## src/design/ptt_pkg.sv

```systemverilog
// shared types and constants for the periodic task timer table
// no dependencies; used by ptt_alu, ptt_table and periodic_task_timer_table
package ptt_pkg;

   // default table depth and the limit on due reports per dispatch
   localparam int DEF_NUM_TASKS = 8;
   localparam int MAX_RESULTS   = 8;

   // field widths
   localparam int ID_W     = 8;
   localparam int PERIOD_W = 16;
   localparam int COUNT_W  = 16;
   localparam int RES_W    = 8;
   localparam int OVF_W    = 10;
   localparam int NRES_W   = $clog2(MAX_RESULTS + 1);

   // reset value of the resolution register
   localparam logic [RES_W-1:0] RES_RESET = RES_W'(1);

   // request commands
   typedef enum logic [1:0] {
      CMD_START    = 2'd0,
      CMD_STOP     = 2'd1,
      CMD_OVERFLOW = 2'd2,
      CMD_DISPATCH = 2'd3
   } cmd_type;

   // response status codes
   typedef enum logic [1:0] {
      ST_OK        = 2'd0,
      ST_FULL      = 2'd1,
      ST_NOT_FOUND = 2'd2
   } status_type;

   // one table entry as held in the entry memory
   typedef struct packed {
      logic [ID_W-1:0]     id;
      logic [PERIOD_W-1:0] period;
      logic                run_once;
      logic [COUNT_W-1:0]  count;
   } entry_type;

   // flags and next count from the shared entry unit
   typedef struct packed {
      logic               due;
      logic               match;
      logic [COUNT_W-1:0] count_inc;
   } alu_res_type;

endpackage

```

## src/design/periodic_task_timer_table.sv

```systemverilog
// periodic task timer table: sequencer, control registers and response register
// depends on ptt_pkg, ptt_alu and ptt_table
//
//   port group   dir   handshake           payload
//   req_*        in    req_valid/req_stall  command, task_id, period, run_once
//   rsp_*        out   rsp_valid/rsp_stall  status, fired, fired_task_id, last
//   csr_*        in    csr_valid/csr_ready  resolution
//
// start and a non-ticking overflow go straight to the response; a ticking overflow visits every entry.
// stop visits entries until the id matches, then moves the tail entry into the freed slot;
// dispatch visits entries in turn and moves the tail entry into each slot a one-shot frees.
// entries are visited one at a time through the single registered read port of the entry memory.
// reset is synchronous and active high; it empties the table and needs no sweep.
// a stalled response holds the sequencer only when it has a new result to load.
module periodic_task_timer_table #(
   parameter int NUM_TASKS = ptt_pkg::DEF_NUM_TASKS
) (
   input  logic                            clock,
   input  logic                            reset,
   // request channel
   input  logic                            req_valid,
   output logic                            req_stall,
   input  logic [1:0]                      req_command,
   input  logic [ptt_pkg::ID_W-1:0]        req_task_id,
   input  logic [ptt_pkg::PERIOD_W-1:0]    req_period,
   input  logic                            req_run_once,
   // response channel
   output logic                            rsp_valid,
   input  logic                            rsp_stall,
   output logic [1:0]                      rsp_status,
   output logic                            rsp_fired,
   output logic [ptt_pkg::ID_W-1:0]        rsp_fired_task_id,
   output logic                            rsp_last,
   // resolution register write
   input  logic                            csr_valid,
   output logic                            csr_ready,
   input  logic [ptt_pkg::RES_W-1:0]       csr_resolution
);

   localparam int IdxW = (NUM_TASKS > 1) ? $clog2(NUM_TASKS) : 1;
   localparam int CntW = $clog2(NUM_TASKS + 1);

   typedef enum logic [5:0] {
      S_IDLE    = 6'b000001,
      S_READ    = 6'b000010,
      S_EVAL    = 6'b000100,
      S_MOVE_RD = 6'b001000,
      S_MOVE_WR = 6'b010000,
      S_RESP    = 6'b100000
   } state_type;

   state_type                        state_ff, state_in;
   ptt_pkg::cmd_type                 cmd_ff, cmd_in;
   logic [ptt_pkg::ID_W-1:0]         id_ff, id_in;
   ptt_pkg::status_type              status_ff, status_in;
   logic [IdxW-1:0]                  idx_ff, idx_in;
   logic [CntW-1:0]                  active_ff, active_in;
   logic [ptt_pkg::OVF_W-1:0]        ovf_ff, ovf_in;
   logic [ptt_pkg::RES_W-1:0]        res_ff;
   logic [ptt_pkg::NRES_W-1:0]       n_ff, n_in;
   logic                             pending_ff, pending_in;
   logic [ptt_pkg::ID_W-1:0]         pend_id_ff, pend_id_in;

   logic                             rsp_valid_ff, rsp_valid_in;
   ptt_pkg::status_type              rsp_status_ff, rsp_status_in;
   logic                             rsp_fired_ff, rsp_fired_in;
   logic [ptt_pkg::ID_W-1:0]         rsp_id_ff, rsp_id_in;
   logic                             rsp_last_ff, rsp_last_in;

   logic                             wr_en;
   logic [IdxW-1:0]                  wr_addr;
   ptt_pkg::entry_type               wr_data;
   logic                             rd_en;
   logic [IdxW-1:0]                  rd_addr;
   ptt_pkg::entry_type               rd_data;
   ptt_pkg::alu_res_type             alu_res;

   logic                             out_free;
   logic                             last_slot;
   logic                             table_full;
   logic [ptt_pkg::OVF_W-1:0]        ovf_next;
   logic [ptt_pkg::OVF_W-1:0]        ovf_target;
   logic [ptt_pkg::RES_W-1:0]        res_eff;
   logic [ptt_pkg::NRES_W-1:0]       n_plus;

   // entry memory and shared entry unit
   ptt_table #(
      .NUM_TASKS (NUM_TASKS)
   ) u_table (
      .clock   (clock),
      .wr_en   (wr_en),
      .wr_addr (wr_addr),
      .wr_data (wr_data),
      .rd_en   (rd_en),
      .rd_addr (rd_addr),
      .rd_data (rd_data)
   );

   ptt_alu u_alu (
      .entry  (rd_data),
      .key_id (id_ff),
      .res    (alu_res)
   );

   // handshakes
   assign req_stall = (state_ff != S_IDLE);
   assign csr_ready = 1'b1;
   assign out_free  = !rsp_valid_ff || !rsp_stall;

   // helpers for the sequencer
   assign last_slot  = ((CntW'(idx_ff) + CntW'(1)) == active_ff);
   assign table_full = (active_ff == CntW'(NUM_TASKS));
   assign res_eff    = (res_ff == '0) ? ptt_pkg::RES_W'(1) : res_ff;
   assign ovf_target = {res_eff, 2'b00};
   assign ovf_next   = ovf_ff + ptt_pkg::OVF_W'(1);
   assign n_plus     = n_ff + ptt_pkg::NRES_W'(1);

   // sequencer
   always_comb begin
      state_in      = state_ff;
      cmd_in        = cmd_ff;
      id_in         = id_ff;
      status_in     = status_ff;
      idx_in        = idx_ff;
      active_in     = active_ff;
      ovf_in        = ovf_ff;
      n_in          = n_ff;
      pending_in    = pending_ff;
      pend_id_in    = pend_id_ff;
      rsp_valid_in  = rsp_valid_ff && rsp_stall;
      rsp_status_in = rsp_status_ff;
      rsp_fired_in  = rsp_fired_ff;
      rsp_id_in     = rsp_id_ff;
      rsp_last_in   = rsp_last_ff;
      wr_en         = 1'b0;
      wr_addr       = idx_ff;
      wr_data       = rd_data;
      rd_en         = 1'b0;
      rd_addr       = idx_ff;

      unique case (state_ff)
         S_IDLE: begin
            if (req_valid) begin
               cmd_in     = ptt_pkg::cmd_type'(req_command);
               id_in      = req_task_id;
               idx_in     = '0;
               n_in       = '0;
               pending_in = 1'b0;
               status_in  = ptt_pkg::ST_OK;
               case (ptt_pkg::cmd_type'(req_command))
                  ptt_pkg::CMD_START: begin
                     if (table_full) begin
                        status_in = ptt_pkg::ST_FULL;
                     end else begin
                        wr_en            = 1'b1;
                        wr_addr          = IdxW'(active_ff);
                        wr_data.id       = req_task_id;
                        wr_data.period   = req_period;
                        wr_data.run_once = req_run_once;
                        wr_data.count    = '0;
                        active_in        = active_ff + CntW'(1);
                     end
                     state_in = S_RESP;
                  end
                  ptt_pkg::CMD_STOP: begin
                     if (active_ff == '0) begin
                        status_in = ptt_pkg::ST_NOT_FOUND;
                        state_in  = S_RESP;
                     end else begin
                        state_in = S_READ;
                     end
                  end
                  ptt_pkg::CMD_OVERFLOW: begin
                     if (ovf_next >= ovf_target) begin
                        ovf_in   = '0;
                        state_in = (active_ff == '0) ? S_RESP : S_READ;
                     end else begin
                        ovf_in   = ovf_next;
                        state_in = S_RESP;
                     end
                  end
                  ptt_pkg::CMD_DISPATCH: begin
                     state_in = (active_ff == '0) ? S_RESP : S_READ;
                  end
               endcase
            end
         end

         S_READ: begin
            rd_en    = 1'b1;
            state_in = S_EVAL;
         end

         S_EVAL: begin
            case (cmd_ff)
               ptt_pkg::CMD_OVERFLOW: begin
                  // tick: bump this entry's count
                  wr_en         = 1'b1;
                  wr_data.count = alu_res.count_inc;
                  idx_in        = idx_ff + IdxW'(1);
                  state_in      = last_slot ? S_RESP : S_READ;
               end
               ptt_pkg::CMD_STOP: begin
                  if (alu_res.match) begin
                     if (last_slot) begin
                        active_in = active_ff - CntW'(1);
                        state_in  = S_RESP;
                     end else begin
                        state_in = S_MOVE_RD;
                     end
                  end else if (last_slot) begin
                     status_in = ptt_pkg::ST_NOT_FOUND;
                     state_in  = S_RESP;
                  end else begin
                     idx_in   = idx_ff + IdxW'(1);
                     state_in = S_READ;
                  end
               end
               ptt_pkg::CMD_DISPATCH: begin
                  if (!alu_res.due) begin
                     idx_in   = idx_ff + IdxW'(1);
                     state_in = last_slot ? S_RESP : S_READ;
                  end else if (!pending_ff || out_free) begin
                     // the previous due entry goes out now, this one waits
                     if (pending_ff) begin
                        rsp_valid_in  = 1'b1;
                        rsp_status_in = ptt_pkg::ST_OK;
                        rsp_fired_in  = 1'b1;
                        rsp_id_in     = pend_id_ff;
                        rsp_last_in   = 1'b0;
                     end
                     pending_in = 1'b1;
                     pend_id_in = rd_data.id;
                     n_in       = n_plus;
                     if (rd_data.run_once) begin
                        if (last_slot) begin
                           active_in = active_ff - CntW'(1);
                           state_in  = S_RESP;
                        end else begin
                           state_in = S_MOVE_RD;
                        end
                     end else begin
                        wr_en         = 1'b1;
                        wr_data.count = '0;
                        idx_in        = idx_ff + IdxW'(1);
                        state_in      = (last_slot ||
                                         n_plus == ptt_pkg::NRES_W'(ptt_pkg::MAX_RESULTS))
                                        ? S_RESP : S_READ;
                     end
                  end
               end
               ptt_pkg::CMD_START: begin
                  state_in = S_RESP;
               end
            endcase
         end

         S_MOVE_RD: begin
            // fetch the tail entry
            rd_en    = 1'b1;
            rd_addr  = IdxW'(active_ff - CntW'(1));
            state_in = S_MOVE_WR;
         end

         S_MOVE_WR: begin
            // tail entry, count included, fills the freed slot
            wr_en     = 1'b1;
            active_in = active_ff - CntW'(1);
            if (cmd_ff == ptt_pkg::CMD_DISPATCH &&
                n_ff != ptt_pkg::NRES_W'(ptt_pkg::MAX_RESULTS)) begin
               state_in = S_READ;
            end else begin
               state_in = S_RESP;
            end
         end

         S_RESP: begin
            if (out_free) begin
               rsp_valid_in  = 1'b1;
               rsp_status_in = status_ff;
               rsp_fired_in  = (cmd_ff == ptt_pkg::CMD_DISPATCH) && pending_ff;
               rsp_id_in     = ((cmd_ff == ptt_pkg::CMD_DISPATCH) && pending_ff)
                               ? pend_id_ff : '0;
               rsp_last_in   = 1'b1;
               pending_in    = 1'b0;
               state_in      = S_IDLE;
            end
         end

         default: begin
            state_in = S_IDLE;
         end
      endcase
   end

   // control registers
   always_ff @(posedge clock) begin
      if (reset) begin
         state_ff     <= S_IDLE;
         active_ff    <= '0;
         ovf_ff       <= '0;
         res_ff       <= ptt_pkg::RES_RESET;
         n_ff         <= '0;
         pending_ff   <= 1'b0;
         rsp_valid_ff <= 1'b0;
      end else begin
         state_ff     <= state_in;
         active_ff    <= active_in;
         ovf_ff       <= ovf_in;
         n_ff         <= n_in;
         pending_ff   <= pending_in;
         rsp_valid_ff <= rsp_valid_in;
         if (csr_valid && csr_ready) begin
            res_ff <= csr_resolution;
         end
      end
   end

   // payload registers
   always_ff @(posedge clock) begin
      cmd_ff        <= cmd_in;
      id_ff         <= id_in;
      status_ff     <= status_in;
      idx_ff        <= idx_in;
      pend_id_ff    <= pend_id_in;
      rsp_status_ff <= rsp_status_in;
      rsp_fired_ff  <= rsp_fired_in;
      rsp_id_ff     <= rsp_id_in;
      rsp_last_ff   <= rsp_last_in;
   end

   // response outputs
   assign rsp_valid         = rsp_valid_ff;
   assign rsp_status        = rsp_status_ff;
   assign rsp_fired         = rsp_fired_ff;
   assign rsp_fired_task_id = rsp_id_ff;
   assign rsp_last          = rsp_last_ff;

   // the table never holds more entries than it has slots
   a_active_bound: assert property (@(posedge clock) disable iff (reset)
      active_ff <= CntW'(NUM_TASKS))
      else $error("active entry count beyond table depth");

   // a dispatch never reports more than the result limit
   a_result_bound: assert property (@(posedge clock) disable iff (reset)
      n_ff <= ptt_pkg::NRES_W'(ptt_pkg::MAX_RESULTS))
      else $error("dispatch result count beyond limit");

   // the entry count moves by at most one per cycle
   a_active_step: assert property (@(posedge clock) disable iff (reset)
      !$past(reset) |-> (active_ff == $past(active_ff) ||
                         active_ff == $past(active_ff) + CntW'(1) ||
                         active_ff == $past(active_ff) - CntW'(1)))
      else $error("entry count jumped");

   // no due report is left behind when the sequencer goes idle
   a_no_pending_idle: assert property (@(posedge clock) disable iff (reset)
      state_ff == S_IDLE |-> !pending_ff)
      else $error("pending due report while idle");

   // a response with last clear only comes from a dispatch that carries on
   a_not_last_busy: assert property (@(posedge clock) disable iff (reset)
      (rsp_valid_in && !rsp_last_in && !(rsp_valid_ff && rsp_stall))
         |=> state_ff != S_IDLE)
      else $error("intermediate dispatch result without a following one");

endmodule

```

## src/design/ptt_alu.sv

```systemverilog
// shared entry unit: id compare, due window test and saturating count increment
// depends on ptt_pkg
module ptt_alu (
   input  ptt_pkg::entry_type           entry,
   input  logic [ptt_pkg::ID_W-1:0]     key_id,
   output ptt_pkg::alu_res_type         res
);

   logic [ptt_pkg::COUNT_W:0]  count_ext;
   logic [ptt_pkg::PERIOD_W:0] twice_period;

   assign count_ext    = {1'b0, entry.count};
   assign twice_period = {entry.period, 1'b0};

   // due when period <= count < 2 * period; a zero period never falls due
   assign res.due = (entry.count >= entry.period) && (count_ext < twice_period);

   // id compare for stop
   assign res.match = (entry.id == key_id);

   // count sticks at its maximum
   assign res.count_inc = (&entry.count) ? entry.count
                                         : entry.count + ptt_pkg::COUNT_W'(1);

endmodule

```

## src/design/ptt_table.sv

```systemverilog
// entry memory of the timer table: one write port, one registered read port
// depends on ptt_pkg
module ptt_table #(
   parameter int NUM_TASKS = ptt_pkg::DEF_NUM_TASKS
) (
   input  logic                                                  clock,
   input  logic                                                  wr_en,
   input  logic [((NUM_TASKS > 1) ? $clog2(NUM_TASKS) : 1)-1:0] wr_addr,
   input  ptt_pkg::entry_type                                    wr_data,
   input  logic                                                  rd_en,
   input  logic [((NUM_TASKS > 1) ? $clog2(NUM_TASKS) : 1)-1:0] rd_addr,
   output ptt_pkg::entry_type                                    rd_data
);

   ptt_pkg::entry_type mem [NUM_TASKS];
   ptt_pkg::entry_type rd_data_ff;

   // write port
   always_ff @(posedge clock) begin
      if (wr_en) begin
         mem[wr_addr] <= wr_data;
      end
   end

   // registered read port
   always_ff @(posedge clock) begin
      if (rd_en) begin
         rd_data_ff <= mem[rd_addr];
      end
   end

   assign rd_data = rd_data_ff;

endmodule

```

## config.mk

```make
export PLATFORM = sky130hd
export DESIGN_NAME = periodic_task_timer_table
export DESIGN_NICKNAME = d
export VERILOG_FILES = /design/src/design/ptt_pkg.sv /design/src/design/periodic_task_timer_table.sv /design/src/design/ptt_alu.sv /design/src/design/ptt_table.sv
export SDC_FILE = /design/constraint.sdc
export NUM_CORES = 1
export LEC_CHECK = 0
export BUFFER_PORTS_ARGS = -buffer_cell sky130_fd_sc_hd__buf_4
export CORE_MARGIN = 5
export CORE_UTILIZATION = 35
export DETAILED_ROUTE_END_ITERATION = 10
export PLACE_DENSITY = 0.58
export SETUP_SLACK_MARGIN = 0.02
export SYNTH_ARGS = -nofsm -noshare
export SYNTH_HDL_FRONTEND = slang
export SYNTH_HIERARCHICAL = 1
export SYNTH_SLANG_ARGS = --single-unit
```

## constraint.sdc

```tcl
create_clock -name clock -period 10.9 [get_ports clock]
set_clock_uncertainty 0.15 [all_clocks]
set_input_delay 0.545 -clock clock [delete_from_list [all_inputs] [get_ports clock]]
set_output_delay 0.545 -clock clock [all_outputs]
set_load 0.1 [all_outputs]
```

==> Implementation_results.wiki, run 1 <==
{| class="wikitable"
! Metric !! Value
|-
| Status || finished, final reports clean
|-
| Post-synthesis to final-layout area growth || 15.1%
|-
| P_leak || approximately 7.5 nW
|-
| Post-synth EDFFs || 404
|-
| Power density normalized to cell area || between 150 and 200 nW/µm²
|-
| Die height || around 240 µm
|-
| Final setup margin || 5.62 ns
|-
| Cells after Synth || between 1,000 and 1,500
|-
| # placed instances || 1,802
|-
| Initial cell density of the core || about a third
|-
| Cell type with the highest aggregate area in the netlist || sky130_fd_sc_hd__edfxtp_1
|-
| Overall routing resource usage || approximately an eighth
|-
| Total overflow reported by the global router || 0
|-
| Post-detailed-route DRC marker count || 0
|-
| Number of global-route vias before repair || between 10,000 and 15,000
|-
| Maximum level of the CTS H-tree || 2
|-
| Most numerous cell in the Yosys netlist || sky130_fd_sc_hd__edfxtp_1
|-
| Clock tree from TritonCTS || built
|-
| Critical Path Source Type || flip-flop
|-
| Yosys top cell area share || a little under two thirds
|-
| Netlist cell types || 72
|-
| Half-perimeter wire length after detailed placement || roughly 23,000 µm
|-
| Final hold violation count || 0
|-
| Initial antenna violation count || 0
|-
| Sequential fraction of the synthesis area || 67.5%
|-
| Max-capacitance violation count || 0
|-
| Global-route wire length before repair || roughly 61,000 µm
|-
| Final total power || 3.82 mW
|-
| Clock network latency to the later pin of the worst-skew pair || 0.57 ns
|-
| Element type at the critical path end || flip-flop
|-
| Cell row count || 85
|-
| Count of clock tree sinks || about 440
|-
| Pins Over Slew Limit || 0
|-
| Worst max-slew margin expressed relative to the limit || roughly a third
|-
| Final weighted congestion in routability-driven placement || between 0.7 and 0.8
|-
| Share of the clock period used by the worst path after layout || ~48%
|-
| Post-CTS setup buffers || 0
|-
| Largest net degree at the start of global routing || 50
|-
| Area of the mapped netlist || 19,000 µm²
|-
| Met2 usage || between 20% and 30%
|-
| Most used standard cells in the synthesized netlist || sky130_fd_sc_hd__edfxtp_1 (404), sky130_fd_sc_hd__mux4_1 (80), sky130_fd_sc_hd__mux2_2 (67)
|-
| Root Buffer || sky130_fd_sc_hd__clkbuf_16
|-
| Met3 track utilization from global routing || ~2.6%
|-
| Die area || roughly 59,000 µm²
|-
| Setup_tns || 0 ns
|-
| Mapped Avg Cell Area || between 15 and 20 µm²
|-
| Die outline width || between 200 and 250 µm
|-
| Io pins || 55
|-
| Top_reg_cell synth || sky130_fd_sc_hd__edfxtp_1
|-
| Avg WL per Cell || 20.7 µm
|-
| Worst-path maximum fanout || 24
|-
| Setup violators final || 0
|-
| Core outline area || around 54,000 µm²
|-
| Hold Path Class || in2reg
|-
| Post-Synthesis Net Count || approximately 1,200
|-
| Total of fill cells in the finished design || about 4,800
|-
| Clock-pin transition on the worst setup and hold timing paths || around 0.060 ns
|-
| Inserted Clock Buffers || 46
|-
| Ys async rst share || 0%
|-
| Number of warning messages in the yosys log || 6
|-
| Maximum root-to-sink buffer count || 3
|-
| Diode insertion count for antenna repair || 0
|-
| Worst slack, placed || 5.65 ns
|-
| Port bufs || 53
|-
| Detailed Route WL || slightly below 40,000 µm
|-
| Data required time of the worst path || approximately 11 ns
|-
| Worst-margin pin slew || 0.993 ns
|-
| Maximum operating frequency || roughly 190 MHz
|-
| Fin cells || around 1,900
|-
| Total number of nets in the final design || 1,242
|-
| Starting DRC count in detailed routing || between 700 and 800
|-
| Peak supply drop || approximately 0.12 mV
|-
| Total via count after detailed routing || a little under 10,000
|-
| Top area cells in the synthesized netlist || sky130_fd_sc_hd__edfxtp_1 (64%), sky130_fd_sc_hd__mux4_1 (11%), sky130_fd_sc_hd__mux2_2 (4.0%)
|-
| Most congested layer reported by global routing || met2
|-
| CP Class || reg2reg
|-
| TritonRoute pass-1 iters || 5
|-
| Fraction of final layout cells with drive strength greater than 1 || just under 20%
|-
| CP Data Arrival Time || about 5.3 ns
|-
| RSZ-0062 raised after global routing || false
|-
| Total of flip-flops plus latches after synthesis || 438
|-
| Met1 demand-to-capacity share in global routing || approximately 18%
|-
| Antenna violation net count after detailed routing || 0
|-
| Final worst path period need || 5.28 ns
|-
| Vias per cell || 5.20
|}
==> stage by stage <==
step / area (µm²) / utilization, % / hold WS [ns]
4_1_cts: 21900 / 40.6 / 0.000695
3_5_place_dp: 20300 / 37.7 / 0.310
6_report: 21900 / 40.6 / 0.0390
3_3_place_gp: 20300 / 37.7 / 0.305
5_1_grt: 21900 / 40.6 / 0.000547
2_1_floorplan: 19000 / - / 0.294
==> routing by layer <==
metal  vias up  routed length (µm)
met2       204               18500
met4         0                 616
met1      5030               18100
met3        46                1810
li1       4546                   -
met5         -                   0
==> flip-flops by register name (all words and copies together) (netlist names), 2 cells and up <==
| register | flops |
|---|---|
| id_ff | 8 |
| state_ff | 6 |
| idx_ff | 3 |
| rsp_status | 2 |
| active_ff | 4 |
| ovf_ff | 10 |
| pend_id_ff | 8 |
| status_ff | 2 |
| u_table/mem | 328 |
| u_table/rd_data | 41 |
| rsp_fired_task_id | 8 |
| res_ff | 8 |
| cmd_ff | 2 |
| n_ff | 4 |
==> power by group <==
group	total, mW	switching [mW]	internal, mW
combinational	0.326	0.184	0.142
sequential	1.89	0.0159	1.87
clock	1.61	0.648	0.963
total	3.82	0.849	2.98
==> path summary, 6_finish.rpt <==
path | startpoint | to | slack [ns] | cells after the start
max reg2reg | u_table/rd_data[2] | u_table/mem[2][35] | 5.62 | 13
max | u_table/rd_data[2] | u_table/mem[2][35] | 5.62 | 13
min reg2reg | ovf_ff[9] | ovf_ff[9] | 0.32 | 2
min | req_task_id[3] | id_ff[3] | 0.04 | 1
==> cells by family after synthesis <==
| logic type | share of synthesized area [%] |
|---|---|
| fa+ha+maj | 3.03 |
| xor+xnor | 1.71 |
| buf+inv | 1.81 |
| mux | 15.8 |
| simple gates | 6.10 |
| other cells | 0.0197 |
| compound gates | 4.05 |
| flops | 67.5 |
==> worst max-delay path: stages (launching register included) <==
cell and delay, ns:
sky130_fd_sc_hd__edfxtp_1 0.51, sky130_fd_sc_hd__ha_1 0.33, sky130_fd_sc_hd__a2111oi_0 0.44, sky130_fd_sc_hd__nor4_1 0.11, sky130_fd_sc_hd__nor4_1 0.24, sky130_fd_sc_hd__a2bb2oi_1 0.54
sky130_fd_sc_hd__nand3_1 0.38, sky130_fd_sc_hd__o31ai_1 0.29, sky130_fd_sc_hd__a21boi_1 0.11, sky130_fd_sc_hd__buf_4 0.24, sky130_fd_sc_hd__nand2_1 0.10, sky130_fd_sc_hd__nand2b_1 0.23
sky130_fd_sc_hd__nor2_4 0.69, sky130_fd_sc_hd__buf_4 0.53
==> final cells by class <==
cell class | instances | area (µm²) | area share [%]
well taps | 696 | 871 | 3.98
multi-input cells | 563 | 5930 | 27.1
repair buffers | 73 | 553 | 2.53
inverters | 34 | 128 | 0.584
clock inverters | 28 | 352 | 1.61
clock buffers | 56 | 1210 | 5.54
flip-flops and latches | 438 | 12800 | 58.6
==> timing repair <==
action	4_1_cts	5_1_grt
hold buffers	2	0
endpoints found under the hold margin	2	0
setup endpoints to repair	0	0
gates resized for setup	0	0
==> cells in the final DEF (no fill, tap or decap), types with 6 or more instances in the layout <==
master	synthesis	final
sky130_fd_sc_hd__a22o_1	18	18
sky130_fd_sc_hd__mux4_1	80	80
sky130_fd_sc_hd__xor2_1	8	8
sky130_fd_sc_hd__xnor2_1	29	29
sky130_fd_sc_hd__o21ai_0	21	18
sky130_fd_sc_hd__ha_1	46	46
sky130_fd_sc_hd__inv_1	34	34
sky130_fd_sc_hd__a31oi_1	6	6
sky130_fd_sc_hd__nand4_1	12	12
sky130_fd_sc_hd__clkbuf_16	0	47
sky130_fd_sc_hd__dfxtp_1	34	34
sky130_fd_sc_hd__mux2i_1	7	7
sky130_fd_sc_hd__nor4_1	9	9
sky130_fd_sc_hd__clkinv_1	0	9
sky130_fd_sc_hd__nor2b_1	8	8
sky130_fd_sc_hd__nor3_1	15	13
sky130_fd_sc_hd__nand2b_1	8	8
sky130_fd_sc_hd__mux2_2	67	67
sky130_fd_sc_hd__nand3b_1	8	8
sky130_fd_sc_hd__and2_1	12	12
sky130_fd_sc_hd__nand3_1	23	23
sky130_fd_sc_hd__bufinv_16	0	7
sky130_fd_sc_hd__edfxtp_1	404	404
sky130_fd_sc_hd__nor2_1	43	37
sky130_fd_sc_hd__a21o_1	7	7
sky130_fd_sc_hd__buf_4	1	71
sky130_fd_sc_hd__clkbuf_1	17	9
sky130_fd_sc_hd__a21oi_1	21	21
sky130_fd_sc_hd__nand2_1	40	39
sky130_fd_sc_hd__nor2_4	0	6
sky130_fd_sc_hd__and3_1	7	7
(Power assumes the default switching activity.)
==> run 2, diff against run 1 <==
Settings changed: PLACE_DENSITY 0.58 to 0.6.
Clock period 10.9 ns to 4.36 ns, I/O delays scaled along.
==> Implementation_results.wiki, run 2 (synthesis results as in run 1) <==
{| class="wikitable"
! Metric !! Value
|-
| Status || finished, final reports clean
|-
| Peak supply drop || 0.283 mV (+130%)
|-
| Hold Path Class || in2reg
|-
| Data required time of the worst path || 4.45 ns (-6.50 ns)
|-
| Worst max-slew margin expressed relative to the limit || 43.1% (+9.7 points)
|-
| Antenna violation net count after detailed routing || 0 (unchanged)
|-
| Max-capacitance violation count || 0 (unchanged)
|-
| Final hold violation count || 0 (unchanged)
|-
| Avg WL per Cell || 20.4 µm (-1.1%)
|-
| Root Buffer || sky130_fd_sc_hd__clkbuf_16
|-
| CP Data Arrival Time || 4.16 ns (-1.17 ns)
|-
| Total overflow reported by the global router || 0 (unchanged)
|-
| Clock tree from TritonCTS || built
|-
| Top reg by flops || u_table/mem
|-
| Flip-flop count of the largest register after layout || 328 (unchanged)
|-
| Port bufs || 53 (unchanged)
|-
| Total number of nets in the final design || 1,306 (+5.2%)
|-
| Inserted Clock Buffers || 44 (-4.3%)
|-
| Setup violators final || 0 (unchanged)
|-
| Worst-path maximum fanout || 26 (+8.3%)
|-
| Vias per cell || 5.20 (about the same)
|-
| Critical Path Source Type || flip-flop
|-
| Clock network latency to the later pin of the worst-skew pair || 0.55 ns (-0.02 ns)
|-
| Die height || 243 µm (unchanged)
|-
| Pins Over Slew Limit || 0 (unchanged)
|-
| Total via count after detailed routing || 10,100 (+3.1%)
|-
| Global-route wire length before repair || 61,900 µm (+1.9%)
|-
| Core outline area || 53,800 µm² (unchanged)
|-
| Element type at the critical path end || flip-flop
|-
| CP Class || reg2reg
|-
| Maximum root-to-sink buffer count || 3 (unchanged)
|-
| Cell row count || 85 (unchanged)
|-
| Starting DRC count in detailed routing || 625 (-14%)
|-
| Overall routing resource usage || 13.3% (+0.18 points)
|-
| Most frequent standard cell in the layout excluding fill and tap cells || sky130_fd_sc_hd__edfxtp_1
|-
| Die outline width || 243 µm (unchanged)
|-
| Final Util || 41.5% (+0.89 points)
|-
| P_leak || 7.67 nW (+2.7%)
|-
| Final worst path period need || 4.08 ns (-1.20 ns)
|-
| Post-synthesis to final-layout area growth || 17.6%
|-
| Worst-margin pin slew || 0.850 ns (-0.143 ns)
|-
| Final weighted congestion in routability-driven placement || 0.837 (+7.4%)
|-
| Largest net degree at the start of global routing || 83 (+66%)
|-
| Detailed Route WL || 39,800 µm (+2.0%)
|-
| Io pins || 55 (unchanged)
|-
| Half-perimeter wire length after detailed placement || 24,800 µm (+8.8%)
|-
| Maximum level of the CTS H-tree || 2 (unchanged)
|-
| Leading cell types in the layout, fill and taps excluded || sky130_fd_sc_hd__edfxtp_1 (404), sky130_fd_sc_hd__mux4_1 (80), sky130_fd_sc_hd__buf_4 (79)
|-
| Initial cell density of the core || 35.3% (unchanged)
|-
| Final total power || 9.10 mW (+140%)
|-
| Maximum operating frequency || 245 MHz (+30%)
|-
| Number of global-route vias before repair || 10,400 (+2.6%)
|-
| Post-detailed-route DRC marker count || 0 (unchanged)
|-
| Power density normalized to cell area || 407 nW/µm² (+130%)
|-
| Clock-pin transition on the worst setup and hold timing paths || 0.06 ns (about the same)
|-
| Initial antenna violation count || 1 (+1)
|-
| Die area || 59,000 µm² (unchanged)
|-
| RSZ-0062 raised after global routing || false
|-
| Fraction of final layout cells with drive strength greater than 1 || 19.6% (-0.30 points)
|-
| TritonRoute pass-1 iters || 4 (-1)
|-
| Count of clock tree sinks || 438 (unchanged)
|-
| Share of the clock period used by the worst path after layout || 93.5% (+45 points)
|}
-- run 2: changes by cell type in the layout (fill, tap and decap cells not counted), sizes merged --
| cell | change |
|---|---|
| clkbuf | -1 |
| diode | +1 |
| inv | -1 |
| buf | +15 |
| bufinv | -6 |
| dlygate4sd3 | +51 |
| clkinv | +1 |
-- run 2: timing repair --
item | CTS | global route
hold buffers | 53 | 0
hold endpoints to repair | 211 | 0
buffers inserted | 0 | 0
resized for setup | 0 | 3
setup endpoints to repair | 0 | 158
-- run 2: layout make-up --
type	instances	area (µm²)
fill	4797	31500
sequential	438	12800
multi-input combinational	563	5960
timing repair buffer	139	1250
clock buffer	55	1170
tap	696	871
clock inverter	22	138
inverter	34	128
antenna	1	2.50
-- run 2: per-stage QoR --
| stage | hold slack, ns | setup slack, ns | area, µm² | TNS [ns] | cells |
|---|---|---|---|---|---|
| CTS | 0.00443 | 0.151 | 22300 | 0 | 1947 |
| detailed placement | 0.266 | 0.198 | 20500 | 0 | 1817 |
| floorplan | 0.167 | -0.0180 | 19000 | -1.59 | 1073 |
| finish | 0.0345 | 0.283 | 22300 | 0 | 1948 |
| global placement | 0.265 | 0.256 | 20500 | 0 | 1817 |
| global route | 0.0209 | 0.0477 | 22300 | 0 | 1947 |
-- run 2: power by group --
part,internal [mW],switching [mW]
clock,1.96,1.53
sequential,4.67,0.0409
combinational,0.407,0.487
-- run 2: path summary, 6_finish.rpt --
check / from / end / slack (ns) / depth (start not counted)
worst min register to register: ovf_ff[9] / ovf_ff[9] / 0.32 / 2
worst max register to register: u_table/rd_data[2] / u_table/mem[5][24] / 0.28 / 12
worst min-delay path: req_period[6] / u_table/mem[5][23] / 0.03 / 2
worst max-delay path: u_table/rd_data[2] / u_table/mem[5][24] / 0.28 / 12
-- run 2: critical path: stages, from the launching register on --
cell and delay [ns]:
sky130_fd_sc_hd__edfxtp_1 0.51, sky130_fd_sc_hd__ha_1 0.33, sky130_fd_sc_hd__a2111oi_0 0.54, sky130_fd_sc_hd__nor4_1 0.12, sky130_fd_sc_hd__nor4_1 0.34, sky130_fd_sc_hd__a2bb2oi_2 0.27, sky130_fd_sc_hd__nand3_2 0.11, sky130_fd_sc_hd__o31ai_1 0.23
sky130_fd_sc_hd__a21boi_1 0.13, sky130_fd_sc_hd__nand2_1 0.10, sky130_fd_sc_hd__nand2_1 0.23, sky130_fd_sc_hd__nor2_4 0.41, sky130_fd_sc_hd__buf_12 0.26
-- run 2: metal layers --
metal / vias up / global-route usage (%) / routed length (µm)
met2: 213 / 21.9 / 19100
met4: 0 / 3.09 / 680
met5: - / 0 / 0
li1: 4678 / - / -
met1: 5182 / 18.7 / 18400
met3: 62 / 2.24 / 1690
